`src/sv/mvsc_pkg.sv`:
```
// Shared constants, types and codes for the sigma-clipped mean/variance block.
// No dependencies.
package mvsc_pkg;

   localparam int MAX_SAMPLES = 4096;
   localparam int SAMPLE_BITS = 24;

   localparam int SW     = SAMPLE_BITS;
   localparam int ADDR_W = $clog2(MAX_SAMPLES);
   localparam int CNT_W  = ADDR_W + 1;
   localparam int SUM_W  = SW + CNT_W;
   localparam int MAG_W  = SUM_W - 1;
   localparam int SQ_W   = 2 * SW + CNT_W - 2;
   localparam int XSQ_W  = 2 * SW;
   localparam int DM_W   = SW + 1;
   localparam int DSQ_W  = 2 * DM_W;

   localparam int NSIG_W = 16;
   localparam int KK_W   = 2 * NSIG_W;
   localparam int NSIG_FRAC2 = 16;
   localparam int VAR_W  = 47;
   localparam int STATUS_W = 2;

   localparam int CSR_IDX_W  = 1;
   localparam int CSR_DATA_W = NSIG_W;
   localparam logic [CSR_IDX_W-1:0] CSR_ROBUST_ENABLE = 1'd0;
   localparam logic [CSR_IDX_W-1:0] CSR_N_SIGMA       = 1'd1;
   localparam logic [NSIG_W-1:0]    N_SIGMA_RESET     = 16'd768;

   localparam logic [STATUS_W-1:0] ST_OK         = 2'd0;
   localparam logic [STATUS_W-1:0] ST_NO_VALID   = 2'd1;
   localparam logic [STATUS_W-1:0] ST_CLIP_EMPTY = 2'd2;

   localparam int MUL_A_W = (SQ_W > VAR_W) ? SQ_W : VAR_W;
   localparam int MUL_B_W = (MAG_W > KK_W) ? MAG_W : KK_W;
   localparam int PROD_W  = MUL_A_W + MUL_B_W;
   localparam int DIV_N_W = PROD_W + 1;
   localparam int DIV_D_W = 2 * CNT_W - 1;
   localparam int ARITH_CNT_W = $clog2(DIV_N_W + 1);
   localparam int CMP_W = (DSQ_W + NSIG_FRAC2 > PROD_W) ? DSQ_W + NSIG_FRAC2 : PROD_W;

   localparam logic [VAR_W-1:0] VAR_MAX = '1;

   localparam logic OP_MUL = 1'b0;
   localparam logic OP_DIV = 1'b1;

   typedef struct packed {
      logic               go;
      logic               op;
      logic [MUL_A_W-1:0] a;
      logic [MUL_B_W-1:0] b;
      logic [DIV_N_W-1:0] num;
      logic [DIV_D_W-1:0] den;
   } arith_cmd_type;

   typedef struct packed {
      logic               done;
      logic [DIV_N_W-1:0] value;
   } arith_rsp_type;

   typedef struct packed {
      logic                 live;
      logic                 keep;
      logic signed [SW-1:0] x;
      logic [XSQ_W-1:0]     xsq;
   } clip_out_type;

endpackage

```
`src/sv/mvsc_clip.sv`:
```
// Clip-pass datapath: distance from mean, squares, band compare.
// Depends on mvsc_pkg; fed from mvsc_store read data.
module mvsc_clip import mvsc_pkg::*; (
   input  logic                 clock,
   input  logic                 reset,
   input  logic                 rd_live,
   input  logic [SW:0]          rd_data,
   input  logic signed [SW-1:0] mean,
   input  logic [PROD_W-1:0]    band,
   output clip_out_type         clip
);

   logic                   live1_ff, live2_ff;
   logic                   ok1_ff, ok2_ff;
   logic signed [SW-1:0]   x1_ff, x2_ff;
   logic [DM_W-1:0]        dm_ff;
   logic [SW-1:0]          xm_ff;
   logic [DSQ_W-1:0]       dsq_ff;
   logic [XSQ_W-1:0]       xsq_ff;
   logic signed [SW-1:0]   x_c;
   logic signed [DM_W-1:0] diff_c;
   logic signed [DM_W-1:0] ndiff_c;
   logic signed [SW-1:0]   nx_c;
   logic [CMP_W-1:0]       lhs_c, rhs_c;

   always_comb begin
      x_c     = rd_data[SW-1:0];
      diff_c  = {x_c[SW-1], x_c} - {mean[SW-1], mean};
      ndiff_c = -diff_c;
      nx_c    = -x_c;
      lhs_c   = CMP_W'({dsq_ff, {NSIG_FRAC2{1'b0}}});
      rhs_c   = CMP_W'(band);
   end

   always_ff @(posedge clock) begin
      if (reset) begin
         live1_ff <= 1'b0;
         live2_ff <= 1'b0;
      end else begin
         live1_ff <= rd_live;
         live2_ff <= live1_ff;
      end
   end

   always_ff @(posedge clock) begin
      ok1_ff <= rd_data[SW];
      x1_ff  <= x_c;
      dm_ff  <= diff_c[DM_W-1] ? ndiff_c : diff_c;
      xm_ff  <= x_c[SW-1] ? nx_c : x_c;
      ok2_ff <= ok1_ff;
      x2_ff  <= x1_ff;
      dsq_ff <= {{DM_W{1'b0}}, dm_ff} * {{DM_W{1'b0}}, dm_ff};
      xsq_ff <= {{SW{1'b0}}, xm_ff} * {{SW{1'b0}}, xm_ff};
   end

   assign clip.live = live2_ff;
   assign clip.keep = ok2_ff && (lhs_c < rhs_c);
   assign clip.x    = x2_ff;
   assign clip.xsq  = xsq_ff;

endmodule

```
`config.mk`:
```
export PLATFORM = sky130hd
export DESIGN_NAME = mvsc_clip
export DESIGN_NICKNAME = d
export VERILOG_FILES = /design/src/sv/mvsc_pkg.sv /design/src/sv/mvsc_clip.sv
export SDC_FILE = /design/constraint.sdc
export NUM_CORES = 2
export LEC_CHECK = 0
export BUFFER_PORTS_ARGS = -buffer_cell sky130_fd_sc_hd__buf_2
export CORE_MARGIN = 3
export CORE_UTILIZATION = 44
export CTS_CLUSTER_SIZE = 14
export DETAILED_ROUTE_END_ITERATION = 8
export PLACE_DENSITY = 0.62
export SLEW_MARGIN = 10
export SYNTH_ARGS = -nofsm -noshare
export SYNTH_HDL_FRONTEND = slang
export SYNTH_SLANG_ARGS = --single-unit
```
`constraint.sdc`:
```
create_clock -name clock -period 9.84 [get_ports clock]
set_input_delay 0 -clock clock [delete_from_list [all_inputs] [get_ports clock]]
set_output_delay 0 -clock clock [all_outputs]
set_load 0.005 [all_outputs]
```
==> impl_metrics.ini <==
[run_status]
status = finished, final reports clean

[floorplanning]
start_util_pct = 44.7
io_pins = 221
dieHeight_um = 315
core-area_mm2 = 0.0940
row_count = 112
die_w_um = 315
dieArea_mm2 = 0.0994

[synthesis]
synth_flop_cell = dfxtp_1
ys_warn_count = 0
syn-num-nets = 6055
yosys_register_bits = 195
synthCells = 4573
ys_types = 76
ys_async_sr_fraction_pct = 0
postSynthAreaPerCell_um2 = 9.20
synth-edff-count = 0
netlist_area_mm2 = 0.0421
ys_seq_area_share_pct = 9.28

[route]
vias = 29819
drc = 0
drt_pass1_iterations = 5
drt-total-wl_um = 104000
antenna_left = 0
vias_per_cell = 4.93
wire_per_inst_um = 17.2
drt_iter0_drc = 1572

[cells_and_area]
final_net_count = 6256
syn2layout_area_growth_pct = 8.50
drive_gt1_share_pct = 7.29

[cts]
clk_pin_slew_worst_paths_ns = 0.10
clock_latency_ns = 0.52
cts_buffer_depth = 2
post-cts-setup-buffers = 0
clkSinkCount = 195
cts_tree = built
cts-htree-levels = 4
cts_root_buffer = clkbuf_16
numCtsBuffers = 17

[place]
port-buffer-count = 219
routabilityCongestion = 0.882
hpwlAfterDp_um = 88800

[min_path]
hold_start = mean[23]
hp-class = in -> reg

[grt]
globalRouteOverflowTotal = 0
antenna_found_initial = 8
grt_max_degree = 27
grt_pass1_vias = 31942
track_usage_pct = 22.1
grt_pass1_wl_um = 170000

[sta]
period_needed_ns = 9.37
fin_skew_ns = 0.0228
slew_headroom_pct = 20.6
post-route-period-util_pct = 95.3
setup_viol = 0
fmax_mhz = 107
setup_tns_ns = 0
tightest_slew_ns = 1.19
final-hold-violation-count = 0
drv_slew = 0
rsz0062_at_grt = false

[setup_path]
worstPathArrival_ns = 9.79
slowest_stage = dfxtp_1
crit_start = xm_ff[22]
critPathKind = reg -> reg
crit_buf_inv = 4
setup.worst_path.end_class = flop
regToRegStartpoint = xm_ff[22]
start_kind = flop
cp_max_fo = 25
max_stage_delay_ns = 1.12
crit_family = adder cells
cp_cell_sequence = and2_1 > fa_1 > fa_1 > inv_1 > fa_1 > inv_1 > fa_1 > fa_1 > fa_1 > inv_1 > fa_1 > inv_1 > ha_1 > nand4_1 > nor3_1 > nand3_1 > a2111oi_1 > nor3_1 > o211ai_1 > nand2_1 > o21ai_1 > nor4b_1 > a311oi_1
crit_path_frequent_cell = fa_1
required_ns = 10.26

[flow_run]
drv_cap = 0
## repair_timing
item | in CTS | in global routing
setup endpoints to repair | 0 | 1
endpoints found under the hold margin | 51 | 0
gates resized for setup | 0 | 1
hold buffers | 28 | 0
## synth_stat cells (12+ instances only)
cell type / count / area, um2
inv_1: 1366 / 5130
fa_1: 901 / 18000
ha_1: 434 / 5430
nand2_1: 362 / 1360
and2_1: 255 / 1600
dfxtp_1: 195 / 3900
clkbuf_1: 126 / 473
nor2_1: 124 / 465
xnor2_1: 119 / 1040
a21oi_1: 111 / 556
a21o_1: 83 / 623
o21ai_0: 76 / 380
xor2_1: 50 / 438
nand4_1: 28 / 175
nor3_1: 26 / 130
nor2b_1: 23 / 144
nand3_1: 22 / 110
a211oi_1: 19 / 143
and3_1: 19 / 119
nand2b_1: 19 / 119
o21bai_1: 19 / 143
o21a_1: 17 / 128
nor4_1: 16 / 100
a31oi_1: 12 / 75.1
## placed cells by master (no fill, tap or decap), types with 10 or more instances in the layout
cell type,instances
ha_1,434
and3_1,19
a21o_1,83
dfxtp_1,195
a21oi_1,111
nor3_1,26
nand4_1,28
a31oi_1,11
a211oi_1,19
and2_1,255
dlygate4sd3_1,28
fa_1,901
nor2_1,124
inv_1,1366
o31ai_1,11
nand3_1,22
o21a_1,17
nand2_1,362
o211ai_1,10
buf_4,70
xnor2_1,119
o21bai_1,19
nor4_1,16
o21ai_0,76
clkbuf_16,17
buf_2,219
xor2_1,50
nand2b_1,19
nor2b_1,23
## sequential cells by signal, summed over array words and instances, names as in the netlist
signal    cells
xsq_ff       47
dsq_ff       49
xm_ff        23
live1_ff      1
ok2_ff        1
x1_ff        24
x2_ff        23
ok1_ff        1
live2_ff      1
dm_ff        25
## worst paths after layout
path | endpoint | slack, ns | cells past startpoint
worst min-delay path | dm_ff[24] | 0.13 | 5
worst min register to register | ok2_ff | 0.32 | 0
worst max-delay path | xsq_ff[47] | 0.47 | 23
worst max register to register | xsq_ff[47] | 0.47 | 23
## area by class of cell
type                            instances  area [um2]
Antenna cell                            6        15.0
Clock buffer                           17         425
Clock inverter                         15         186
Fill cell                            8960       48400
Inverter                             1366        5130
Multi-Input combinational cell       2877       32500
Sequential cell                       195        3900
Tap cell                             1254        1570
Timing Repair Buffer                  317        1900
## per-stage QoR
| step | setup WS (ns) | cells | hold WS [ns] | instance area, um2 | utilization [%] |
|---|---|---|---|---|---|
| after CTS | 0.599 | 6041 | 0.0767 | 45600 | 48.5 |
| final | 0.465 | 6047 | 0.131 | 45700 | 48.6 |
| after global placement | 0.507 | 5981 | 0.102 | 44700 | 47.6 |
| after detailed placement | 0.635 | 5981 | 0.104 | 44700 | 47.6 |
| after floorplan | 2.53 | 4573 | 0.0277 | 42100 | - |
| after global routing | 0.227 | 6045 | 0.119 | 45600 | 48.5 |
## tightest hold or removal path, cell delays in order
cell	delay, ns
buf_2	0.10
inv_1	0.07
ha_1	0.19
xnor2_1	0.19
nor4_1	0.07
## routing by layer
metal,share of wire [%],routed length [um],up-vias,track usage [%]
met3,8.1,8380,147,5.34
met2,45,46600,906,34.3
met4,3.0,3080,4,6.96
li1,-,-,13944,-
met5,0.022,23,-,1.19
met1,44,46000,14818,30.3
## logic make-up after synthesis
family	share of synthesized area, %
muxes	0.131
DFF	9.28
buffers and inverters	13.4
AOI/OAI and AO/OA	6.62
other	0.00891
and+or+nand+nor	11.2
xor gates and xnor gates	3.52
adders and majority gates	55.8
Power is left out: the tool's default activity adds up to more than one toggle a clock period on the data nets, which glitch-free logic cannot reach.
