==> src/sv/mvsc_pkg.sv <==
// Shared constants, types and codes for the sigma-clipped mean/variance block.
// No dependencies.
package mvsc_pkg;

   localparam int MAX_SAMPLES = 4096;
   localparam int SAMPLE_BITS = 24;

   localparam int SW     = SAMPLE_BITS;
   localparam int ADDR_W = $clog2(MAX_SAMPLES);
   localparam int CNT_W  = ADDR_W + 1;
   localparam int SUM_W  = SW + CNT_W;
   localparam int MAG_W  = SUM_W - 1;
   localparam int SQ_W   = 2 * SW + CNT_W - 2;
   localparam int XSQ_W  = 2 * SW;
   localparam int DM_W   = SW + 1;
   localparam int DSQ_W  = 2 * DM_W;

   localparam int NSIG_W = 16;
   localparam int KK_W   = 2 * NSIG_W;
   localparam int NSIG_FRAC2 = 16;
   localparam int VAR_W  = 47;
   localparam int STATUS_W = 2;

   localparam int CSR_IDX_W  = 1;
   localparam int CSR_DATA_W = NSIG_W;
   localparam logic [CSR_IDX_W-1:0] CSR_ROBUST_ENABLE = 1'd0;
   localparam logic [CSR_IDX_W-1:0] CSR_N_SIGMA       = 1'd1;
   localparam logic [NSIG_W-1:0]    N_SIGMA_RESET     = 16'd768;

   localparam logic [STATUS_W-1:0] ST_OK         = 2'd0;
   localparam logic [STATUS_W-1:0] ST_NO_VALID   = 2'd1;
   localparam logic [STATUS_W-1:0] ST_CLIP_EMPTY = 2'd2;

   localparam int MUL_A_W = (SQ_W > VAR_W) ? SQ_W : VAR_W;
   localparam int MUL_B_W = (MAG_W > KK_W) ? MAG_W : KK_W;
   localparam int PROD_W  = MUL_A_W + MUL_B_W;
   localparam int DIV_N_W = PROD_W + 1;
   localparam int DIV_D_W = 2 * CNT_W - 1;
   localparam int ARITH_CNT_W = $clog2(DIV_N_W + 1);
   localparam int CMP_W = (DSQ_W + NSIG_FRAC2 > PROD_W) ? DSQ_W + NSIG_FRAC2 : PROD_W;

   localparam logic [VAR_W-1:0] VAR_MAX = '1;

   localparam logic OP_MUL = 1'b0;
   localparam logic OP_DIV = 1'b1;

   typedef struct packed {
      logic               go;
      logic               op;
      logic [MUL_A_W-1:0] a;
      logic [MUL_B_W-1:0] b;
      logic [DIV_N_W-1:0] num;
      logic [DIV_D_W-1:0] den;
   } arith_cmd_type;

   typedef struct packed {
      logic               done;
      logic [DIV_N_W-1:0] value;
   } arith_rsp_type;

   typedef struct packed {
      logic                 live;
      logic                 keep;
      logic signed [SW-1:0] x;
      logic [XSQ_W-1:0]     xsq;
   } clip_out_type;

endpackage

==> src/sv/mvsc_arith.sv <==
// Shared bit-serial unit: shift-add multiply and restoring divide.
// Depends on mvsc_pkg.
module mvsc_arith import mvsc_pkg::*; (
   input  logic          clock,
   input  logic          reset,
   input  arith_cmd_type cmd,
   output arith_rsp_type rsp
);

   logic                   busy_ff, busy_in;
   logic                   done_ff, done_in;
   logic                   op_ff, op_in;
   logic [ARITH_CNT_W-1:0] cnt_ff, cnt_in;
   logic [MUL_A_W-1:0]     a_ff, a_in;
   logic [PROD_W-1:0]      p_ff, p_in;
   logic [DIV_N_W-1:0]     q_ff, q_in;
   logic [DIV_D_W-1:0]     rem_ff, rem_in;
   logic [DIV_D_W-1:0]     den_ff, den_in;
   logic [MUL_A_W:0]       psum;
   logic [DIV_D_W:0]       rsh, rsub;
   logic                   ge;

   always_comb begin
      psum = {1'b0, p_ff[PROD_W-1:MUL_B_W]} + (p_ff[0] ? {1'b0, a_ff} : '0);
      rsh  = {rem_ff, q_ff[DIV_N_W-1]};
      rsub = rsh - {1'b0, den_ff};
      ge   = (rsh >= {1'b0, den_ff});

      busy_in = busy_ff;
      done_in = 1'b0;
      op_in   = op_ff;
      cnt_in  = cnt_ff;
      a_in    = a_ff;
      p_in    = p_ff;
      q_in    = q_ff;
      rem_in  = rem_ff;
      den_in  = den_ff;

      if (busy_ff) begin
         cnt_in = cnt_ff - 1'b1;
         if (op_ff == OP_DIV) begin
            q_in   = {q_ff[DIV_N_W-2:0], ge};
            rem_in = ge ? rsub[DIV_D_W-1:0] : rsh[DIV_D_W-1:0];
         end else begin
            p_in = {psum, p_ff[MUL_B_W-1:1]};
         end
         if (cnt_ff == ARITH_CNT_W'(1)) begin
            busy_in = 1'b0;
            done_in = 1'b1;
         end
      end else if (cmd.go) begin
         busy_in = 1'b1;
         op_in   = cmd.op;
         a_in    = cmd.a;
         p_in    = {{MUL_A_W{1'b0}}, cmd.b};
         q_in    = cmd.num;
         rem_in  = '0;
         den_in  = cmd.den;
         cnt_in  = (cmd.op == OP_DIV) ? ARITH_CNT_W'(DIV_N_W) : ARITH_CNT_W'(MUL_B_W);
      end
   end

   always_ff @(posedge clock) begin
      if (reset) begin
         busy_ff <= 1'b0;
         done_ff <= 1'b0;
      end else begin
         busy_ff <= busy_in;
         done_ff <= done_in;
      end
   end

   always_ff @(posedge clock) begin
      op_ff  <= op_in;
      cnt_ff <= cnt_in;
      a_ff   <= a_in;
      p_ff   <= p_in;
      q_ff   <= q_in;
      rem_ff <= rem_in;
      den_ff <= den_in;
   end

   assign rsp.done  = done_ff;
   assign rsp.value = (op_ff == OP_DIV) ? q_ff : DIV_N_W'(p_ff);

endmodule

==> config.mk <==
export PLATFORM = sky130hd
export DESIGN_NAME = mvsc_arith
export DESIGN_NICKNAME = d
export VERILOG_FILES = /design/src/sv/mvsc_pkg.sv /design/src/sv/mvsc_arith.sv
export SDC_FILE = /design/constraint.sdc
export NUM_CORES = 1
export LEC_CHECK = 0
export ABC_CLOCK_PERIOD_IN_PS = 12000
export BUFFER_PORTS_ARGS = -buffer_cell sky130_fd_sc_hd__clkbuf_2
export CAP_MARGIN = 15
export CORE_ASPECT_RATIO = 1.2
export CORE_UTILIZATION = 55
export DETAILED_ROUTE_END_ITERATION = 16
export PLACE_DENSITY = 0.89
export RECOVER_POWER = 50
export SYNTH_ARGS = -nofsm -noshare
export SYNTH_HDL_FRONTEND = slang
export SYNTH_SLANG_ARGS = --single-unit
==> constraint.sdc <==
create_clock -name clock -period 12 [get_ports clock]
set_clock_uncertainty 0.1 [all_clocks]
set_input_delay 3 -clock clock [delete_from_list [all_inputs] [get_ports clock]]
set_output_delay 3 -clock clock [all_outputs]
set_load 0.1 [all_outputs]
==> results_dict.tcl <==
set metrics [dict create \
    ant_nets 0 \
    groute.usage.overall_pct 26.5 \
    worst_hold_path.num_cells 1 \
    r2r_start "busy_ff" \
    drv_slew 321 \
    worst-r2r-setup-slack_ps 4920 \
    htree_levels 2 \
    critical_path_class "reg2reg" \
    final_hold_viol_count 0 \
    setup_viol 0 \
    rsz0062_at_grt "false" \
    min_path_type "reg2reg" \
    synth_top_family_by_area "multiplexers" \
    cts_tree "done" \
    status "finished, violations left" \
    clock_latency_ps 520 \
    powerDensity_nw_per_um2 165 \
    vias 13100 \
    gp_congestion 0.957 \
    drtPass1Iterations 5 \
    timing.final.crit_share_pct 59.0 \
    post_cts_buffers 0 \
    fmax_mhz 141 \
    grt_pass1_wl_mm 70.3 \
    cts_resized 0 \
    drt_iter0_markers 845 \
    setup_ws_ps 4920 \
    synth_edf_count 308 \
    pre_cts_ws_ps 6640 \
    synth_compound_area_share_pct 11.0 \
    antenna_found_initial 2 \
    wl_mm 45.0 \
    ys_seq_area_share_pct 51.5 \
    die_area_um2 33500 \
    synth_fa_ha_area_share_pct 6.18 \
    wl_per_cell_um 20.2 \
    drive_above_1_share_pct 32.6 \
    slew_headroom_pct -178 \
    hold_end "q_ff[58]" \
    yosys_warnings 0 \
    maxCapViolations 6 \
    syn_area_um2 18000 \
    netlist_top_cells_area "edfxtp_1 51%, mux2_2 14%, ha_1 6.0%" \
    crit_path_max_fanout 63 \
    final_cell_mix "308 x edfxtp_1, 297 x clkbuf_2, 219 x mux2_2, 121 x nor2_1, 97 x a21oi_1" \
    vdd_drop_max_uv 143 \
    rr_endpoint "q_ff[95]" \
    synth-xor-area-share_pct 3.54 \
    first_global_vias 13200 \
    synth_cell_types 70 \
    cp.required_ps 12120 \
    drc 0 \
    numCtsBuffers 34 \
    viasPerCell 5.89 \
    start_util_pct 56.0 \
    cp-start-kind "flip-flop" \
    ff2ff_path_depth 3 \
    synth_fp_nets 1812 \
    async_reset_ff_share_pct 0 \
    io_pins 317 \
    arrival_ps 7200 \
    cts_root_buf "clkbuf_16" \
    yosysTopAreaCell "edfxtp_1" \
    p_leak_nw 8.69 \
    syn_avg_cell_area_um2 12.0 \
    die_h_um 200 \
    grt_max_degree 84 \
    fin_crit_ps 7080 \
    final.setup.tns_ps 0 \
    holdBufCountCts 0 \
    min_from "q_ff[57]" \
    ys_seq_elements 310 \
    cts_sinks 310 \
    cts.clk_slew.worst_paths_ps 60 \
    worst_pin_slew_ps 4170 \
    core_area_um2 32300 \
    fin_nets 2103 \
    muxShareOfSynthArea_pct 15.4 \
    cp-end-kind "flip-flop" \
    die_w_um 167 \
    synth_top_area_share_pct 51.2 \
    grt_remaining_overflow 0 \
    synth_cells 1504 \
    port_buffers 316 \
    place.detailed.hpwl_mm 32.0 \
    layout_commonest_cell "edfxtp_1" \
    row_count 72 \
    synth_ff_type "edfxtp_1" \
    syn_to_final_growth_pct 16.6 \
    synthSimpleGateAreaFrac_pct 9.95 \
    violations "capacitance limit, slew limit" \
    cts_buffer_depth 3 \
]
## synth_stat cells, types with 25 or more instances
master	count
a21o_1	48
a21oi_1	97
and2_1	69
clkbuf_1	58
edfxtp_1	308
ha_1	86
inv_1	44
mux2_2	226
nand2_1	78
nor2_1	121
o21ai_0	25
o21ai_1	26
xnor2_1	38
xor2_1	35
## logic make-up after synthesis
family / Yosys count
AO/OA/AOI/OAI: 301
multiplexers: 249
AND/OR/NAND/NOR: 367
flip-flops: 310
XOR/XNOR: 73
buffers and inverters: 116
adder cells (fa/ha/maj): 88
## metal layers
layer | vias to the layer above | share of wire (%) | GRT usage (%)
li1 | 6198 | - | -
met1 | 6319 | 41 | 33.6
met2 | 512 | 50 | 46.1
met3 | 108 | 5.3 | 3.49
met4 | 0 | 3.5 | 9.83
met5 | - | 0 | 0
## flip-flops by register name, indices dropped and copies added (netlist names)
| signal | flops |
|---|---|
| a_ff | 59 |
| p_ff | 95 |
| q_ff | 96 |
| cnt_ff | 7 |
| done_ff | 1 |
| den_ff | 25 |
| busy_ff | 1 |
| rem_ff | 25 |
| op_ff | 1 |
## stage by stage
stage | hold slack [ps] | instances | cell area [um2] | total power, mW | util (%)
3_3_place_gp | 459 | 2166 | 20000 | 2.38 | 61.9
5_1_grt | 497 | 2230 | 21000 | 3.62 | 65.2
6_report | 476 | 2230 | 21000 | 3.48 | 65.2
4_1_cts | 475 | 2228 | 21100 | 3.49 | 65.4
2_1_floorplan | 444 | 1504 | 18000 | 2.20 | -
3_5_place_dp | 461 | 2166 | 20000 | 2.41 | 61.9
## how the worst max path moves through the flow
| stage | start | endpoint | slack (ps) | depth (start not counted) |
|---|---|---|---|---|
| detailed placement | cmd[217] | q_ff[69] | 6640 | 4 |
| CTS | op_ff | rsp[90] | 6580 | 3 |
| global placement | cmd[217] | q_ff[69] | 6720 | 4 |
| finish | busy_ff | q_ff[95] | 4920 | 3 |
| floorplan | op_ff | p_ff[0] | 3550 | 4 |
| global route | busy_ff | q_ff[60] | 4390 | 3 |
## where the power goes
part	leakage, nW	internal [mW]	switching, mW	total (mW)
registers	3.03	1.33	0.0660	1.39
logic	5.10	0.327	0.686	1.01
clock network	0.565	0.637	0.438	1.08
total	8.69	2.29	1.19	3.48
## final cells by class
cell class                 count  area (um2)
inverter                      44         166
antenna                        2        5.00
multi-input combinational   1078        8300
tap                          407         509
clock inverter                17         176
clock buffer                  45         966
timing repair buffer         327        1630
fill                        2374       11200
sequential                   310        9290
## critical path, cell delays in order (launching register included)
cell      delay [ps]
dfxtp_1         1580
clkbuf_1        2040
clkbuf_1        2480
mux2_1           500
Note: power is estimated with default switching activity, not from simulation.
